==> src/rtl/assert_macros.svh <==
// ----------------------------------------------------------------------------
// assert_macros
// assertion helpers shared by the rtl files
// ----------------------------------------------------------------------------
`ifndef ASSERT_MACROS_SVH
`define ASSERT_MACROS_SVH
// implication checked every clock, quiet during reset
`define ASSERT_IMP(label, clk, rst, a, c) \
  label: assert property (@(posedge clk) disable iff (rst) (a) |-> (c)) else $error("fail");
// next-cycle implication checked every clock, quiet during reset
`define ASSERT_NXT(label, clk, rst, a, c) \
  label: assert property (@(posedge clk) disable iff (rst) (a) |=> (c)) else $error("fail");
`endif

==> src/rtl/sgdm_pkg.sv <==
// ----------------------------------------------------------------------------
// sgdm_pkg
// types, constants and arithmetic helpers of the momentum gradient engine
// ----------------------------------------------------------------------------
`default_nettype none
package sgdm_pkg;
  localparam int MAX_INPUTS_DEF  = 16;
  localparam int MAX_OUTPUTS_DEF = 16;
  localparam int VBITS = 24;
  localparam int FBITS = 16;
  localparam int QDEPTH = 2;

  localparam logic [2:0] REQ_ACT   = 3'd0;
  localparam logic [2:0] REQ_ERR   = 3'd1;
  localparam logic [2:0] REQ_APPLY = 3'd2;
  localparam logic [2:0] REQ_WRITE = 3'd3;
  localparam logic [2:0] REQ_READ  = 3'd4;

  localparam logic [2:0] CFG_NIN  = 3'd0;
  localparam logic [2:0] CFG_NOUT = 3'd1;
  localparam logic [2:0] CFG_RATE = 3'd2;
  localparam logic [2:0] CFG_MOM  = 3'd3;
  localparam logic [2:0] CFG_REG  = 3'd4;

  typedef struct packed {
    logic [2:0]              req_type;
    logic [3:0]              out_node;
    logic [3:0]              in_node;
    logic                    is_bias;
    logic signed [VBITS-1:0] value;
  } req_t;

  typedef struct packed {
    logic signed [VBITS-1:0] read_value;
    logic                    saturated;
    logic                    status;
  } rsp_t;

  // classified command handed from front to back
  typedef struct packed {
    logic [2:0]              op;
    logic                    bad;
    logic [3:0]              out_node;
    logic [3:0]              in_node;
    logic                    is_bias;
    logic signed [VBITS-1:0] value;
  } cmd_t;

  // saturate a wide signed value into VBITS
  function automatic logic signed [VBITS-1:0] sat(input logic signed [VBITS+1:0] x,
                                                   output logic clip);
    logic signed [VBITS+1:0] hi;
    logic signed [VBITS+1:0] lo;
    hi = (VBITS+2)'(2**(VBITS-1) - 1);
    lo = -(VBITS+2)'(2**(VBITS-1));
    clip = 1'b0;
    if (x > hi) begin
      clip = 1'b1;
      sat = hi[VBITS-1:0];
    end else if (x < lo) begin
      clip = 1'b1;
      sat = lo[VBITS-1:0];
    end else begin
      sat = x[VBITS-1:0];
    end
  endfunction

  // magnitude product rounding, sign applied, saturated; p is |a|*|b|
  function automatic logic signed [VBITS-1:0] rnd(input logic [2*VBITS-1:0] p,
                                                  input logic neg, input int sh,
                                                  output logic clip);
    logic [2*VBITS:0] t;
    logic [2*VBITS:0] m;
    t = {1'b0, p} + ((2*VBITS+1)'(1) << (sh - 1));
    m = t >> sh;
    clip = 1'b0;
    if (neg) begin
      if (m > (2*VBITS+1)'(2**(VBITS-1))) begin
        clip = 1'b1;
        rnd = VBITS'(2**(VBITS-1));
      end else begin
        rnd = VBITS'(-m);
      end
    end else if (m > (2*VBITS+1)'(2**(VBITS-1) - 1)) begin
      clip = 1'b1;
      rnd = VBITS'(2**(VBITS-1) - 1);
    end else begin
      rnd = m[VBITS-1:0];
    end
  endfunction
endpackage
`default_nettype wire

==> src/rtl/sgdm_front.sv <==
// ----------------------------------------------------------------------------
// sgdm_front
// accepts requests, range checks the indices, queues commands for the back
// ----------------------------------------------------------------------------
`default_nettype none
module sgdm_front (
  input  wire                 clk,
  input  wire                 rst,
  input  wire                 start,
  input  sgdm_pkg::req_t      req,
  input  wire [4:0]           nin,
  input  wire [4:0]           nout,
  output logic                busy,
  output logic                cmd_valid,
  output sgdm_pkg::cmd_t      cmd,
  input  wire                 cmd_take
);
  sgdm_pkg::cmd_t q [sgdm_pkg::QDEPTH];
  logic [1:0] cnt;
  logic       wp;
  logic       rp;
  logic       push;
  logic       pop;
  sgdm_pkg::cmd_t c;
  logic bad_in;
  logic bad_out;

  // one queued item at a time: busy until the back picks it up
  logic       pending;

  assign busy = pending;
  assign push = start && !busy;
  assign pop  = cmd_take && cnt != 2'd0;
  assign cmd_valid = cnt != 2'd0;
  assign cmd = q[rp];

  always_comb begin
    bad_in  = {1'b0, req.in_node} >= nin;
    bad_out = {1'b0, req.out_node} >= nout;
    c.op = req.req_type;
    c.out_node = req.out_node;
    c.in_node = req.in_node;
    c.is_bias = req.is_bias;
    c.value = req.value;
    unique case (req.req_type)
      sgdm_pkg::REQ_ACT:   c.bad = bad_in;
      sgdm_pkg::REQ_ERR:   c.bad = bad_out;
      sgdm_pkg::REQ_APPLY: c.bad = 1'b0;
      sgdm_pkg::REQ_WRITE, sgdm_pkg::REQ_READ: c.bad = bad_out || (!req.is_bias && bad_in);
      default:             c.bad = 1'b1;
    endcase
  end

  always_ff @(posedge clk) begin
    if (push) begin
      q[wp] <= c;
    end
    if (rst) begin
      cnt <= '0;
      wp <= 1'b0;
      rp <= 1'b0;
      pending <= 1'b0;
    end else begin
      if (push) wp <= ~wp;
      if (pop) rp <= ~rp;
      cnt <= cnt + 2'(push) - 2'(pop);
      if (push) pending <= 1'b1;
      else if (pop) pending <= 1'b0;
    end
  end

  `include "assert_macros.svh"
  `ASSERT_IMP(a_no_overflow, clk, rst, push, cnt != 2'd2)
  `ASSERT_IMP(a_busy_when_queued, clk, rst, cnt != 2'd0, busy)
  `ASSERT_NXT(a_push_queued, clk, rst, push, cnt != 2'd0)
endmodule
`default_nettype wire

==> config.mk <==
export PLATFORM = sky130hd
export DESIGN_NAME = sgdm_front
export DESIGN_NICKNAME = d
export VERILOG_FILES = /design/src/rtl/sgdm_pkg.sv /design/src/rtl/sgdm_front.sv
export VERILOG_INCLUDE_DIRS = /design/src /design/src/rtl
export SDC_FILE = /design/constraint.sdc
export NUM_CORES = 1
export LEC_CHECK = 0
export BUFFER_PORTS_ARGS = -buffer_cell sky130_fd_sc_hd__buf_2
export CAP_MARGIN = 40
export CORE_MARGIN = 5
export CORE_UTILIZATION = 50
export DETAILED_ROUTE_END_ITERATION = 8
export GPL_ROUTABILITY_DRIVEN = 0
export GPL_TIMING_DRIVEN = 0
export PLACE_DENSITY = 0.77
export RECOVER_POWER = 50
export SETUP_SLACK_MARGIN = 0.05
export SKIP_CTS_REPAIR_TIMING = 1
export SLEW_MARGIN = 30
export SYNTH_ARGS = -nofsm -noshare
export SYNTH_HDL_FRONTEND = slang
export SYNTH_SLANG_ARGS = --single-unit
==> constraint.sdc <==
create_clock -name clk -period 7.8 [get_ports clk]
set_clock_uncertainty 0.15 [all_clocks]
set_input_delay 0.78 -clock clk [delete_from_list [all_inputs] [get_ports clk]]
set_output_delay 0.78 -clock clk [all_outputs]
set_load 0.02 [all_outputs]
==> impl_metrics.env <==
export IMPL_finalMaxSlewViolations=32
export IMPL_nets=340
export IMPL_hp_class="flop to flop"
export IMPL_dieArea_mm2=0.00804
export IMPL_die_w_um=89.6
export IMPL_hold_ws_ns=0.336
export IMPL_yosys_cell_types_count=26
export IMPL_ios=89
export IMPL_syn2layout_area_growth_pct=24.2
export IMPL_path_max_fanout=22
export IMPL_ir_drop_mv=0.147
export IMPL_async_reset_ff_share_pct=0
export IMPL_ctsHtreeMaxLevel=3
export IMPL_initial_utilization_pct=50.5
export IMPL_cts_buffer_depth=2
export IMPL_dpl_cell_area_mm2=0.00378
export IMPL_syn_inst=178
export IMPL_diodes=0
export IMPL_antenna_found_initial=0
export IMPL_critPathRequiredTime_ns=7.69
export IMPL_startpoint_type="input port"
export IMPL_wl_mm=5.72
export IMPL_synth_edf_count=74
export IMPL_cts_tree="built"
export IMPL_worstSetupEndpointType="flop"
export IMPL_syn_area_per_cell_um2=17.8
export IMPL_grt_first_pass_wirelength_mm=8.83
export IMPL_grt_overflow=0
export IMPL_syn_nets=239
export IMPL_post_drt_wl_per_cell_um=15.9
export IMPL_yosys_warnings=0
export IMPL_std_cell_rows=29
export IMPL_setup_tns_ns=0
export IMPL_final_layout_size_suffix_gt1_share_pct=31.8
export IMPL_cts_sinks=80
export IMPL_p_leak_uw=0.00153
export IMPL_violations="max-capacitance violations, max-slew violations"
export IMPL_drc=0
export IMPL_num_fill_cells=518
export IMPL_core_area_mm2=0.00628
export IMPL_viasPerCell=4.98
export IMPL_rsz0062_at_grt="no"
export IMPL_layout_area_seq_mm2=0.00234
export IMPL_dpl_hpwl_mm=4.18
export IMPL_via_count=1791
export IMPL_syn_area_mm2=0.00317
export IMPL_grt_max_degree=23
export IMPL_clock_fmax_mhz=378
export IMPL_min_period_over_period_pct=33.9
export IMPL_die_y_um=89.6
export IMPL_relSlewSlack_pct=-9.03
export IMPL_maxCapViolCount=2
export IMPL_hold_viol=0
export IMPL_first_iter_violations=57
export IMPL_grt_pass1_vias=1892
export IMPL_criticalPathCategory="input port to flop"
export IMPL_numPortBuffers=88
export IMPL_fin_crit_ns=2.64
export IMPL_numCtsBuffers=9
export IMPL_ys_seq_area_share_pct=73.8
export IMPL_arrival_ns=2.53
export IMPL_synthFlopType="edfxtp_1"
export IMPL_root_buffer="clkbuf_8"
export IMPL_track_usage_pct=14.9
export IMPL_drtAntennaViolNets=0
export IMPL_outcome="finished with violations"
export IMPL_design_area_mm2=0.00394
export IMPL_clock_latency_ns=0.33
export IMPL_drtPass1Iterations=4
export IMPL_ys_ff_latch=80
export IMPL_tightest_slew_ns=1.63
export IMPL_multi_input_area_um2=757
export IMPL_path_clk_slew_ns=0.08
export IMPL_final_setup_viol_count=0
export IMPL_pwr_density_cell_mw_per_mm2=295
[registers in the layout (all words and copies together), names as in the netlist, named ones only]
| register | count |
|---|---|
| wp | 1 |
| cnt | 2 |
| busy | 1 |
| rp | 1 |
| q | 74 |
[critical path, stage by stage]
cell	delay [ns]
buf_2	0.09
nand2b_1	0.14
nor2_1	1.25
buf_16	0.26
[final timing paths]
| path | depth (start not counted) | startpoint | end | slack (ns) |
|---|---|---|---|---|
| max | 4 | start | q[1][10] | 5.16 |
| min | 2 | busy | busy | 0.34 |
| max reg2reg | 3 | busy | q[1][10] | 5.27 |
| min reg2reg | 2 | busy | busy | 0.34 |
[cell families (layout without fill, tap and decap cells)]
| kind of cell | after synthesis | in the layout | share of synthesized area (%) |
|---|---|---|---|
| AO/OA/AOI/OAI | 9 | 9 | 1.81 |
| XOR/XNOR | 4 | 4 | 1.10 |
| adder cells (fa/ha/maj) | 11 | 11 | 4.34 |
| buffers and inverters | 16 | 121 | 2.29 |
| flip-flops | 80 | 80 | 73.8 |
| multiplexers | 37 | 37 | 13.1 |
| AND/OR/NAND/NOR | 21 | 21 | 3.47 |
[per-layer routing]
layer	share of wire (%)	GRT usage (%)	routed length, um
met1	42	18.4	2410
met2	49	24.6	2810
met3	7.2	3.28	413
met4	1.5	7.71	85
met5	0	0	0
[cells in the final DEF (no fill, tap or decap), types with 3 or more instances in the layout]
master and instances:
nor2_1 10, nand2_1 3, clkbuf_1 25, buf_4 3, dfxtp_1 6, buf_2 64, edfxtp_1 74, mux2_1 30
clkbuf_8 9, inv_1 12, o21ai_0 3, mux2_2 7, ha_1 11
[synth_stat cells, drive strengths merged (3+ instances only)]
library cell	n	area [um^2]
dfxtp	6	120
nand2	3	11.3
edfxtp	74	2220
buf	4	27.5
o21ai	4	20.0
inv	12	45.0
mux2	37	417
ha	11	138
nor2	10	37.5
[power breakdown]
group	internal (uW)	switching, uW
Sequential	521	11.5
Clock	177	140
Combinational	126	187
Total	824	339
[area by class of cell]
| type | count | share of cell area, % |
|---|---|---|
| multi-input combinational | 82 | 19.2 |
| timing repair buffer | 90 | 11.8 |
| sequential | 80 | 59.4 |
| inverter | 12 | 1.14 |
| tap | 77 | 2.45 |
| clock inverter | 6 | 2.13 |
| buffer | 4 | 0.699 |
| clock buffer | 9 | 3.14 |
[metrics by stage]
stage	setup slack, ns	utilization, %	power, uW	std cells
6_report	5.16	62.8	1160	360
5_1_grt	5.02	62.8	1220	360
4_1_cts	5.16	63.5	1190	360
3_5_place_dp	5.32	60.2	865	345
3_3_place_gp	3.74	59.1	848	343
2_1_floorplan	4.73	-	751	178
(Power assumes the default switching activity.)
